==> src/hw/rtl/ppou_pkg.sv <==
package ppou_pkg;

	// Operation select codes held in the mode register
	typedef enum logic [2:0] {
		MODE_NEGATE    = 3'd0,
		MODE_GRAY      = 3'd1,
		MODE_CONTR_UP  = 3'd2,
		MODE_CONTR_DN  = 3'd3,
		MODE_RED_BOOST = 3'd4,
		MODE_GRN_BOOST = 3'd5,
		MODE_BLU_BOOST = 3'd6,
		MODE_BLEND     = 3'd7
	} mode_t;

	// Configuration register indexes
	localparam int unsigned REG_IDX_W = 1;
	localparam logic [REG_IDX_W-1:0] REG_MODE   = 1'b0;
	localparam logic [REG_IDX_W-1:0] REG_WEIGHT = 1'b1;

	localparam int unsigned CH_W     = 8;
	localparam int unsigned WEIGHT_W = 9;
	localparam logic [CH_W-1:0]     CH_MAX      = 8'd255;
	localparam logic [WEIGHT_W-1:0] FULL_WEIGHT = 9'd256;

	// Divide by 3 of a sum up to 765: multiply by 683 and shift by 11
	localparam logic [9:0] GRAY_RECIP = 10'd683;
	localparam int unsigned GRAY_SHIFT = 11;

	typedef struct packed {
		logic [CH_W-1:0] blue_in;
		logic [CH_W-1:0] green_in;
		logic [CH_W-1:0] red_in;
		logic [CH_W-1:0] second_blue;
		logic [CH_W-1:0] second_green;
		logic [CH_W-1:0] second_red;
	} pixel_in_t;

	typedef struct packed {
		logic [CH_W-1:0] blue_out;
		logic [CH_W-1:0] green_out;
		logic [CH_W-1:0] red_out;
	} pixel_out_t;

endpackage

==> src/hw/rtl/ppou_alu.sv <==
module ppou_alu
	import ppou_pkg::*;
(
	input  mode_t                mode,
	input  logic [WEIGHT_W-1:0]  weight,
	input  pixel_in_t            pix,
	output pixel_out_t           res
);

	function automatic logic [CH_W-1:0] sat8(input logic [9:0] v);
		return (v > 10'(CH_MAX)) ? CH_MAX : v[CH_W-1:0];
	endfunction

	logic [CH_W-1:0]     c [3];
	logic [CH_W-1:0]     s [3];
	logic [CH_W-1:0]     r [3];
	logic [CH_W-1:0]     neg_v [3];
	logic [CH_W-1:0]     up_v [3];
	logic [CH_W-1:0]     dn_v [3];
	logic [CH_W-1:0]     bst_v [3];
	logic [CH_W-1:0]     bld_v [3];
	logic [9:0]          tri_v [3];
	logic [16:0]         prod [3];
	logic [17:0]         bsum [3];
	logic [WEIGHT_W-1:0] w_clamp;
	logic [WEIGHT_W-1:0] w_inv;
	logic [9:0]          gsum;
	logic [19:0]         gprod;
	logic [CH_W-1:0]     gray;

	assign c[0] = pix.blue_in;
	assign c[1] = pix.green_in;
	assign c[2] = pix.red_in;
	assign s[0] = pix.second_blue;
	assign s[1] = pix.second_green;
	assign s[2] = pix.second_red;

	assign w_clamp = (weight > FULL_WEIGHT) ? FULL_WEIGHT : weight;
	assign w_inv   = FULL_WEIGHT - w_clamp;

	assign gsum  = 10'(c[0]) + 10'(c[1]) + 10'(c[2]);
	assign gprod = gsum * GRAY_RECIP;
	assign gray  = gprod[GRAY_SHIFT +: CH_W];

	always_comb begin
		for (int i = 0; i < 3; i++) begin
			neg_v[i] = CH_MAX - c[i];
			up_v[i]  = sat8(10'(c[i]) + 10'(c[i] >> 2));
			tri_v[i] = {1'b0, c[i], 1'b0} + 10'(c[i]);
			dn_v[i]  = tri_v[i][9:2];
			bst_v[i] = sat8(10'(c[i]) + 10'(c[i] >> 1));
			prod[i]  = w_inv * c[i];
			bsum[i]  = 18'(prod[i]) + {2'b00, s[i], 8'h00};
			bld_v[i] = sat8({1'b0, bsum[i][17:9]});
		end
	end

	always_comb begin
		for (int i = 0; i < 3; i++) begin
			r[i] = c[i];
		end
		unique case (mode)
			MODE_NEGATE: begin
				for (int i = 0; i < 3; i++) r[i] = neg_v[i];
			end
			MODE_GRAY: begin
				for (int i = 0; i < 3; i++) r[i] = gray;
			end
			MODE_CONTR_UP: begin
				for (int i = 0; i < 3; i++) r[i] = up_v[i];
			end
			MODE_CONTR_DN: begin
				for (int i = 0; i < 3; i++) r[i] = dn_v[i];
			end
			MODE_RED_BOOST: r[2] = bst_v[2];
			MODE_GRN_BOOST: r[1] = bst_v[1];
			MODE_BLU_BOOST: r[0] = bst_v[0];
			MODE_BLEND: begin
				for (int i = 0; i < 3; i++) r[i] = bld_v[i];
			end
			default: begin
				for (int i = 0; i < 3; i++) r[i] = c[i];
			end
		endcase
	end

	assign res.blue_out  = r[0];
	assign res.green_out = r[1];
	assign res.red_out   = r[2];

endmodule

==> src/hw/rtl/pixel_point_operation_unit.sv <==
// Channel   Signals                              Direction  Transaction
// command   start, busy, pixel_in                in         start & !busy
// result    result_valid, result                 out        result_valid (one cycle)
// config    wr_en, wr_index, wr_data             in         wr_en
//
// One pixel per cycle, sustained. The pixel is captured in the input register,
// then the point operation fills the result register.
// busy never rises: the datapath is a plain two-stage pipeline with no stall.
// Reset clears the mode and blend weight to zero and drops all valid bits.
// The result is shown for exactly one cycle; the receiver cannot hold it off.
module pixel_point_operation_unit
	import ppou_pkg::*;
(
	input  logic                 clk,
	input  logic                 arst_n,
	input  logic                 start,
	output logic                 busy,
	input  pixel_in_t            pixel_in,
	output logic                 result_valid,
	output pixel_out_t           result,
	input  logic                 wr_en,
	input  logic [REG_IDX_W-1:0] wr_index,
	input  logic [WEIGHT_W-1:0]  wr_data
);

	mode_t               mode_q;
	logic [WEIGHT_W-1:0] weight_q;

	logic       valid_s1;
	pixel_in_t  pix_s1;
	logic       valid_s2;
	pixel_out_t res_s2;
	pixel_out_t res_comb;

	logic accept;

	// No back-pressure anywhere, so the block is always ready.
	assign busy   = 1'b0;
	assign accept = start & ~busy;

	// Config writes: user must write only while idle (unenforced); no snapshot.
	always_ff @(posedge clk or negedge arst_n) begin
		if (!arst_n) begin
			mode_q   <= MODE_NEGATE;
			weight_q <= '0;
		end else if (wr_en) begin
			unique case (wr_index)
				REG_MODE:   mode_q   <= mode_t'(wr_data[2:0]);
				REG_WEIGHT: weight_q <= wr_data;
				default:    ;
			endcase
		end
	end

	// Stage 1: capture the incoming transaction.
	always_ff @(posedge clk or negedge arst_n) begin
		if (!arst_n) begin
			valid_s1 <= 1'b0;
		end else begin
			valid_s1 <= accept;
		end
	end

	always_ff @(posedge clk) begin
		if (accept) begin
			pix_s1 <= pixel_in;
		end
	end

	ppou_alu u_alu (
		.mode   (mode_q),
		.weight (weight_q),
		.pix    (pix_s1),
		.res    (res_comb)
	);

	// Stage 2: hold the result for its single strobe cycle.
	always_ff @(posedge clk or negedge arst_n) begin
		if (!arst_n) begin
			valid_s2 <= 1'b0;
		end else begin
			valid_s2 <= valid_s1;
		end
	end

	always_ff @(posedge clk) begin
		if (valid_s1) begin
			res_s2 <= res_comb;
		end
	end

	assign result_valid = valid_s2;
	assign result       = res_s2;

endmodule

==> config.mk <==
export PLATFORM = sky130hd
export DESIGN_NAME = pixel_point_operation_unit
export DESIGN_NICKNAME = d
export VERILOG_FILES = /design/src/hw/rtl/ppou_pkg.sv /design/src/hw/rtl/ppou_alu.sv /design/src/hw/rtl/pixel_point_operation_unit.sv
export SDC_FILE = /design/constraint.sdc
export NUM_CORES = 1
export LEC_CHECK = 0
export BUFFER_PORTS_ARGS = -buffer_cell sky130_fd_sc_hd__clkbuf_2
export CAP_MARGIN = 30
export CORE_ASPECT_RATIO = 0.9
export CORE_MARGIN = 10
export CORE_UTILIZATION = 30
export CTS_CLUSTER_DIAMETER = 120
export CTS_CLUSTER_SIZE = 16
export DETAILED_ROUTE_END_ITERATION = 7
export SLEW_MARGIN = 20
export SYNTH_ARGS = -nofsm -noshare
export SYNTH_HDL_FRONTEND = slang
export SYNTH_SLANG_ARGS = --single-unit
==> constraint.sdc <==
create_clock -name clk -period 9.5 [get_ports clk]
set_clock_uncertainty 0.2 [all_clocks]
set_input_delay 1.425 -clock clk [delete_from_list [all_inputs] [get_ports clk]]
set_output_delay 1.425 -clock clk [all_outputs]
set_load 0.05 [all_outputs]
* Word-level counts from Yosys, hierarchy flattened
Cells that the tools add are included.
Word-level totals: register bits 86, input port bits 62, word-level logic and storage cells 69
Cells by class: $add $sub $neg 18, $mul 4, magnitude comparators 10, equality and inequality tests 7, multiplexer cells 13, bitwise gates (word level) 1, reduce and logical (&&, ||, !) cells 3
Operators with widths (count):
- one-hot mux 8 bit (6 select lines) | 3
- 2-to-1 mux 8 bit | 9
- greater-than comparator 10 x 8 -> 1 bit, second input constant | 6
- adder 17 x 16 -> 18 bit | 3
- multiplier 9 x 8 -> 17 bit | 3
- adder 9 x 8 -> 10 bit | 3
- adder 8 x 6 -> 9 bit | 3
- adder 8 x 7 -> 9 bit | 3
- greater-than comparator 9 x 8 -> 1 bit, second input constant | 3
- subtractor 8 bit, first input constant | 3
- multiplier 10 x 10 -> 19 bit, second input constant | 1
- equality test 3 bit, second input constant | 4
- adder 10 x 8 -> 10 bit | 1
- adder 8 x 8 -> 9 bit | 1
- greater-than comparator 9 bit, second input constant | 1
- 2-to-1 mux 9 bit | 1
- subtractor 9 bit, first input constant | 1
- equality test 3 x 2 -> 1 bit, second input constant | 2
- AND reduction 2 bit | 2
- equality test 3 x 1 -> 1 bit, second input constant | 1
- zero test 3 bit | 1
- NOT 1 bit | 1

* Logic depth before layout (Yosys ltp)
Gate-level depths: netlist of run 1.
depth after elaboration 8, gate-level depth with buffers 29

* Hierarchy
A second synthesis of run 1 with hierarchy kept.
Unflattened totals: cells, all modules 1675, area, all modules 15284.7 um2
By module, submodules not included:
- ppou_alu | times used 1, cells an instance 1573, area an instance 12610.8 um2, sequential area each 0.0 um2
- pixel_point_operation_unit | times used 1, cells an instance 102, area an instance 2673.8 um2, sequential area each 2512.4 um2

* Least setup slack after synthesis of run 1
No wires, ideal clock.
path kind flip-flop to flip-flop, from register pix_s1[32] (netlist name), to register res_s2, in the netlist result[22] (data pin), library setup time 0.261 ns, arrival 6.957 ns, setup slack 2.082 ns, stages on the path, launching flop included 27, clock period less this slack 7.418 ns, cell sequence edfxtp_1 > ha_1 > fa_1 > xor2_1 > ha_1 > nor2b_1 > o21ai_0 > nand2b_1 > a21o_1 > a21o_1 > a21o_1 > a21oi_1 > xor2_1 > ha_1 > ha_1 > fa_1 > fa_1 > fa_1 > ha_1 > o21ai_2 > a2111oi_2 > o21ai_2 > a32oi_4 > a21oi_2 > xnor2_1 > and2_1 > o32a_1
RTL lines:
- from (decl) | RTL line pixel_point_operation_unit.sv:30 | pixel_in_t pix_s1;
- from (signal assigned) | RTL line pixel_point_operation_unit.sv:66 | pix_s1 <= pixel_in;
- to (signal assigned) | RTL line pixel_point_operation_unit.sv:88 | res_s2 <= res_comb;
- to (decl) | RTL line pixel_point_operation_unit.sv:32 | pixel_out_t res_s2;

==> results of run 1 <==
final cells by class:
type,instances,share of cell area [%]
clock buffer,9,1.32
clock inverter,7,0.447
inverter,276,6.07
multi-input combinational,1280,68.7
sequential,86,14.7
tap,688,5.04
timing repair buffer,111,3.71
through the flow:
step	utilization, %	std cells
2_1_floorplan	-	1709
3_3_place_gp	32.5	2439
3_5_place_dp	32.6	2440
4_1_cts	33.1	2456
5_1_grt	33.2	2457
6_report	33.2	2457
registers in the layout, summed over array words and instances, names as in the netlist:
| signal | count |
|---|---|
| pix_s1 | 48 |
| result | 24 |
| weight_q | 9 |
| mode_q | 3 |
| result_valid | 1 |
| valid_s1 | 1 |
worst paths after layout:
check	end	slack [ns]	cells after the start	startpoint
min in group asynchronous	weight_q[0]	0.73	1	arst_n
setup / recovery	result[10]	1.33	25	pix_s1[40]
setup reg to reg	result[10]	1.33	25	pix_s1[40]
hold reg to reg	weight_q[5]	0.39	1	weight_q[5]
max in group asynchronous	valid_s1	8.03	1	arst_n
hold / removal	weight_q[5]	0.39	1	weight_q[5]
per-layer routing:
| metal | vias up | global-route usage [%] |
|---|---|---|
| met1 | 6264 | 20.1 |
| met5 | - | 0 |
| met4 | 0 | 3.75 |
| met3 | 55 | 4.30 |
| li1 | 5911 | - |
| met2 | 486 | 24.4 |
synthesized netlist by cell type, drive strengths merged (13+ instances only):
master / instances / area (sq um)
xor2: 25 / 219
ha: 236 / 2950
nand2: 94 / 353
edfxtp: 72 / 2160
xnor2: 44 / 385
inv: 275 / 1030
a211oi: 24 / 180
fa: 173 / 3460
nand2b: 13 / 81.3
a21o: 24 / 180
nor3: 38 / 190
nor2b: 18 / 113
clkbuf: 63 / 236
nor2: 91 / 342
o21a: 13 / 97.6
o21ai: 85 / 433
and3: 24 / 150
dfrtp: 14 / 350
nand3: 16 / 80.1
a21oi: 79 / 399
a31oi: 21 / 138
and2: 115 / 719
critical path: stages (launching register included):
cell and delay (ns):
edfxtp_1 0.58, ha_1 0.30, fa_1 0.41, xor2_1 0.18, ha_1 0.31, nor2b_1 0.14, o21ai_0 0.16, nand2b_1 0.11
a21o_1 0.18, a21o_1 0.19, a21o_1 0.19, a21oi_1 0.17, xor2_1 0.50, ha_1 0.34, ha_1 0.34, fa_1 0.58
fa_1 0.46, fa_1 0.53, ha_1 0.28, o21ai_2 0.10, a2111oi_2 0.40, o21ai_2 0.18, a21boi_0 0.31, nor3_1 0.17
a2111oi_0 0.46, a21oi_1 0.14
cells by family after synthesis:
family          after synthesis  synth area share, %
simple gates                444                 14.6
other cells                   1               0.0241
compound gates              341                 14.5
xor+xnor                     69                 3.89
mux                          16                 1.13
flops                        86                 16.2
fa+ha+maj                   409                 41.3
buf+inv                     343                 8.32
==> impl_metrics.py, run 1 <==
metrics = {
    "clock_network": {
        "cts_resized": 0,
        "cts_buffers": 9,
        "cts_root_buffer": "clkbuf_16",
        "cts_tree": "done",
        "cts_setup_buffers": 0,
        "ctsHoldBuffers": 0,
        "clock-sinks": 86,
        "clkLatencyLatePin_ns": 0.40,
        "htree_num_levels": 3,
        "clkTransAtPathRegs_ns": 0.07,
        "ctsLongestPathBuffers": 2,
    },
    "flow_run": {
        "maxCapViolations": 0,
    },
    "critical_path": {
        "startpoint_type": "register",
        "cp_max_fo": 13,
        "endpoint_kind": "register",
        "critPathRequiredTime_ns": 9.42,
        "arrival_ns": 8.09,
        "path_class": "register to register",
    },
    "layout": {
        "multi_input_area_sq_um": 11700,
        "final_common_cell": "inv_1",
        "n_fill_cell": 5273,
        "fin_area_sq_um": 17100,
        "drive_gt1_share_pct": 8.88,
        "final_cell_mix": "275 x inv_1, 236 x ha_1, 173 x fa_1",
        "insertedDiodeCount": 0,
        "syn2layout_area_growth_pct": 9.95,
        "final_nets": 2235,
        "seqCellArea_sq_um": 2510,
    },
    "drt": {
        "dr_wl_met2_um": 21100,
        "final_antenna_net_count": 0,
        "drt_wl_total_um": 46600,
        "vias": 12716,
        "wl_per_cell_um": 18.9,
        "route.detailed.drc": 0,
        "drt_iter0_markers": 1086,
        "top_layer": "met4",
        "avgViaCountPerCell": 5.18,
        "first_pass_iters": 6,
        "route.met3.wl_um": 4160,
        "wl_met1_um": 20500,
    },
    "floorplanning": {
        "die_w_um": 260,
        "die_area_sq_um": 61300,
        "start_util_pct": 30.2,
        "pin_count": 88,
        "fp.dieH_um": 236,
        "core_sq_um": 51500,
        "rows": 79,
    },
    "sta": {
        "min_period_ns": 8.17,
        "slew_headroom_pct": 33.0,
        "layout_setup_ws_ns": 1.33,
        "setup_violations": 0,
        "fin_crit_sh_pct": 86.0,
        "max_freq_mhz": 122,
        "worst_pin_slew_ns": 1.00,
        "grt_setup_unrepaired": "false",
        "whs_ns": 0.387,
        "drv_slew": 0,
        "finalHoldViolCount": 0,
        "finalSetupTns_ns": 0,
    },
    "place": {
        "placed_cell_area_sq_um": 16800,
        "pre_cts_ws_ns": 1.40,
        "gp_congestion": 0.933,
        "dpl.hpwl_um": 37200,
        "port_buffers": 86,
    },
    "synth": {
        "ys_types": 74,
        "ys_seq_area_share_pct": 16.2,
        "yosys_warnings": 0,
        "synth_edf_count": 72,
        "ys_ff_latch": 86,
        "netlist_instances": 1709,
        "syn_area_sq_um": 15500,
        "ys.flop_type": "edfxtp_1",
        "syn_avg_cell_area_sq_um": 9.09,
        "async_reset_ff_share_pct": 16.3,
        "syn_nets": 2180,
    },
    "global_route": {
        "grt_pass1_wl_um": 73800,
        "antenna_found_initial": 0,
        "grt_overflow": 0,
        "grt_max_degree": 50,
        "grt_pass1_vias": 13114,
        "grt_util_all_layers_pct": 15.3,
    },
    "run_status": {
        "status": "complete, no violations",
    },
    "min_path": {
        "hold_class": "register to register",
    },
}
Power of run 1 is left out: the tool's default activity adds up to more than one toggle a clock period on the data nets, which glitch-free logic cannot reach.
==> run 2: changes to the inputs <==
Clock period 9.5 ns to 8.1 ns, I/O delays scaled along.
==> impl_metrics.py, run 2 (same netlist as run 1, synthesis figures left out) <==
metrics = {
    "layout": {
        "seqCellArea_sq_um": 2510,
        "fin_cells": 2472,
        "drive_gt1_share_pct": 9.64,
        "syn2layout_area_growth_pct": 10.6,
        "multi_input_area_sq_um": 11700,
        "regMostFlops": "pix_s1",
        "final_common_cell": "inv_1",
        "final_nets": 2250,
        "n_fill_cell": 5282,
        "largest_register_ffs": 48,
        "insertedDiodeCount": 0,
        "final_cell_mix": "275 x inv_1, 236 x ha_1, 173 x fa_1",
    },
    "sta": {
        "max_freq_mhz": 132,
        "setup_violations": 0,
        "fin_crit_sh_pct": 93.9,
        "drv_slew": 0,
        "finalSetupTns_ns": 0,
        "grt_setup_unrepaired": "false",
        "slew_headroom_pct": 40.0,
        "finalHoldViolCount": 0,
        "worst_pin_slew_ns": 0.900,
        "min_period_ns": 7.60,
    },
    "global_route": {
        "antenna_found_initial": 1,
        "grt_overflow": 0,
        "grt_pass1_wl_um": 75100,
        "grt_max_degree": 50,
        "grt_util_all_layers_pct": 15.6,
        "grt_pass1_vias": 13285,
    },
    "drt": {
        "vias": 12715,
        "drt_iter0_markers": 1006,
        "route.detailed.drc": 0,
        "final_antenna_net_count": 0,
        "drt_wl_total_um": 47100,
        "avgViaCountPerCell": 5.14,
        "first_pass_iters": 5,
        "wl_per_cell_um": 19.0,
    },
    "critical_path": {
        "timing.rr.start": "pix_s1[40]",
        "path_delay_family": "adder cells",
        "rr_worst_depth": 27,
        "cp_max_fo": 4,
        "cp.depth": 27,
        "startpoint": "pix_s1[40]",
        "endpoint_kind": "register",
        "crit_top_cell": "ha_1",
        "reg2reg_slack_ns": 0.50,
        "r2r_end": "result[22]",
        "slowest_delay_ns": 0.58,
        "slowest_stage": "fa_1",
        "arrival_ns": 7.55,
        "cp_num_buf_inv": 1,
        "crit_path_end": "result[22]",
        "path_class": "register to register",
        "startpoint_type": "register",
        "critPathRequiredTime_ns": 8.04,
    },
    "clock_network": {
        "htree_num_levels": 3,
        "cts_tree": "done",
        "clkTransAtPathRegs_ns": 0.07,
        "cts_buffers": 9,
        "clock-sinks": 86,
        "cts_setup_buffers": 0,
        "cts_root_buffer": "clkbuf_16",
        "ctsLongestPathBuffers": 2,
        "clkLatencyLatePin_ns": 0.40,
    },
    "floorplanning": {
        "core_sq_um": 51500,
        "pin_count": 88,
        "start_util_pct": 30.2,
        "die_w_um": 260,
        "die_area_sq_um": 61300,
        "rows": 79,
        "fp.dieH_um": 236,
    },
    "place": {
        "port_buffers": 86,
        "gp_congestion": 0.940,
        "dp_cells": 2456,
        "dpl.hpwl_um": 37700,
    },
    "flow_run": {
        "maxCapViolations": 0,
    },
    "min_path": {
        "hold_class": "register to register",
        "holdPathStages": 1,
    },
    "run_status": {
        "status": "complete, no violations",
    },
}
## run 2: cell count changes in the layout (fill, tap and decap cells not counted), sizes merged
| cell | before | now |
|---|---|---|
| clkinv | 5 | 3 |
| buf | 25 | 40 |
| clkbuf | 95 | 97 |
## run 2: how the worst min path moves through the flow
stage,start,endpoint
floorplan,weight_q[4],weight_q[4]
global placement,mode_q[2],mode_q[2]
detailed placement,mode_q[2],mode_q[2]
CTS,mode_q[2],mode_q[2]
global route,mode_q[2],mode_q[2]
finish,mode_q[2],mode_q[2]
## run 2: timing repair
action                                 4_1_cts  5_1_grt
resized for setup                            0        4
setup endpoints to repair                    0       10
hold buffers                                 0        0
endpoints found under the hold margin        0        0
## run 2: final cells by class
cell class                      count  area share, %
Multi-Input combinational cell   1280           68.4
Inverter                          276           6.03
Clock inverter                      5          0.240
Timing Repair Buffer              126           4.32
Tap cell                          688           5.01
Sequential cell                    86           14.6
Clock buffer                       11           1.41
## run 2: worst reg2reg max path, delay by kind of cell, from the launching register on
family	cells	cell delay (ns)
AO/OA/AOI/OAI	11	2.28
XOR/XNOR	3	0.49
adder cells (fa/ha/maj)	9	3.38
buffers and inverters	1	0.17
flip-flops	1	0.41
AND/OR/NAND/NOR	3	0.43
## run 2: layer usage
metal / GRT usage (%) / vias to the layer above / share of wire (%)
li1: - / 5924 / -
met1: 21.0 / 6295 / 45
met2: 25.0 / 441 / 46
met3: 3.40 / 53 / 7.9
met4: 3.88 / 2 / 1.9
met5: 0 / - / 0.028
## run 2: metrics by stage
stage          instance area [sq um]  setup WS, ns  util, %  hold WS, ns
2_1_floorplan                  15500         0.682        -        0.303
3_3_place_gp                   16900         0.660     32.7        0.297
3_5_place_dp                   16900         0.435     32.8        0.308
4_1_cts                        17200         0.411     33.3        0.323
5_1_grt                        17200        0.0931     33.4        0.354
6_report                       17200         0.496     33.4        0.318
Power of run 2 is left out for the same reason.
==> run 3: changes to the inputs <==
Settings changed: PLACE_DENSITY from default to 0.43.
==> impl_metrics.py, run 3 (same netlist as run 1, synthesis figures left out) <==
metrics = {
    "sta": {
        "layout_setup_ws_ns": 0.486,
        "drv_slew": 0,
        "finalHoldViolCount": 0,
        "finalSetupTns_ns": 0,
        "slew_headroom_pct": 41.0,
        "worst_pin_slew_ns": 0.884,
        "fin_crit_sh_pct": 94.0,
        "max_freq_mhz": 131,
        "setup_violations": 0,
        "grt_setup_unrepaired": "false",
        "whs_ns": 0.367,
        "min_period_ns": 7.61,
    },
    "critical_path": {
        "reg2reg_slack_ns": 0.49,
        "crit_top_cell": "ha_1",
        "path_class": "register to register",
        "critPathRequiredTime_ns": 8.04,
        "slowest_stage": "fa_1",
        "slowest_delay_ns": 0.55,
        "r2r_end": "result[6]",
        "arrival_ns": 7.56,
        "endpoint_kind": "register",
        "startpoint_type": "register",
        "rr_worst_depth": 27,
        "cp_max_fo": 4,
        "timing.rr.start": "pix_s1[32]",
    },
    "run_status": {
        "status": "complete, no violations",
    },
    "clock_network": {
        "htree_num_levels": 3,
        "cts_setup_buffers": 0,
        "clock-sinks": 86,
        "cts_root_buffer": "clkbuf_16",
        "clkTransAtPathRegs_ns": 0.07,
        "clkLatencyLatePin_ns": 0.40,
        "ctsHoldBuffers": 0,
        "cts_tree": "done",
        "ctsLongestPathBuffers": 2,
        "cts_buffers": 9,
    },
    "place": {
        "gp_congestion": 0.847,
        "dpl.hpwl_um": 39900,
        "port_buffers": 86,
        "pre_cts_ws_ns": 0.390,
    },
    "layout": {
        "final_nets": 2258,
        "utilization_pct": 33.5,
        "syn2layout_area_growth_pct": 11.0,
        "n_fill_cell": 5389,
        "final_common_cell": "inv_1",
        "insertedDiodeCount": 0,
        "largest_register_ffs": 48,
        "final_cell_mix": "275 x inv_1, 236 x ha_1, 173 x fa_1",
        "drive_gt1_share_pct": 10.0,
        "regMostFlops": "pix_s1",
    },
    "drt": {
        "first_pass_iters": 5,
        "avgViaCountPerCell": 5.01,
        "final_antenna_net_count": 0,
        "route.detailed.drc": 0,
        "wl_per_cell_um": 20.2,
        "vias": 12435,
        "drt_iter0_markers": 767,
        "drt_wl_total_um": 50000,
    },
    "min_path": {
        "holdPathStages": 1,
        "min_from": "weight_q[4]",
        "hold_class": "register to register",
        "whs_endpoint": "weight_q[4]",
    },
    "floorplanning": {
        "pin_count": 88,
        "core_sq_um": 51500,
        "die_w_um": 260,
        "rows": 79,
        "fp.dieH_um": 236,
        "start_util_pct": 30.2,
        "die_area_sq_um": 61300,
    },
    "global_route": {
        "grt_max_degree": 50,
        "grt_pass1_vias": 13205,
        "met2_usage_pct": 26.4,
        "grt_overflow": 0,
        "grt.met1_usage_pct": 22.5,
        "antenna_found_initial": 0,
        "met3_usage_pct": 3.99,
        "grt_busiest_layer": "met2",
        "grt_util_all_layers_pct": 16.6,
        "grt_pass1_wl_um": 78100,
    },
    "flow_run": {
        "maxCapViolations": 0,
    },
}
-- run 3: timing repair --
action / CTS / global route
hold endpoints to repair: 0 / 0
setup endpoints to repair: 0 / 7
resized for setup: 0 / 5
-- run 3: final cells by class --
class | count | area (sq um) | area share (%)
Tap cell | 688 | 861 | 4.99
Timing Repair Buffer | 134 | 811 | 4.70
Multi-Input combinational cell | 1280 | 11800 | 68.1
Clock inverter | 6 | 46.3 | 0.268
Clock buffer | 10 | 229 | 1.33
Inverter | 276 | 1040 | 6.01
Sequential cell | 86 | 2510 | 14.6
-- run 3: worst max-delay path: cells and delay by family (launching register included) --
family / cells / cell delay (ns)
compound gates: 10 / 2.18
simple gates: 3 / 0.44
flops: 1 / 0.40
buf+inv: 2 / 0.10
xor+xnor: 3 / 0.55
fa+ha+maj: 9 / 3.49
-- run 3: how the worst max path moves through the flow --
| stage | from | endpoint | slack (ns) | cells past startpoint |
|---|---|---|---|---|
| CTS | pix_s1[32] | result[18] | 0.35 | 26 |
| floorplan | pix_s1[32] | result[22] | 0.68 | 26 |
| finish | pix_s1[32] | result[6] | 0.49 | 27 |
| detailed placement | pix_s1[32] | result[18] | 0.39 | 26 |
| global route | pix_s1[32] | result[22] | 0.03 | 27 |
| global placement | pix_s1[32] | result[6] | 0.58 | 27 |
-- run 3: through the flow --
| stage | std cells | instance area [sq um] |
|---|---|---|
| after CTS | 2480 | 17200 |
| after detailed placement | 2464 | 17000 |
| after floorplan | 1709 | 15500 |
| after global routing | 2480 | 17300 |
| after global placement | 2463 | 16900 |
| final | 2480 | 17300 |
-- run 3: layer usage --
metal | routed length (um) | share of wire (%) | up-vias
met4 | 708 | 1.4 | 0
met3 | 2890 | 5.8 | 41
li1 | - | - | 5960
met2 | 22700 | 45 | 262
met1 | 23700 | 47 | 6172
met5 | 0 | 0 | -
Power of run 3 is left out for the same reason.
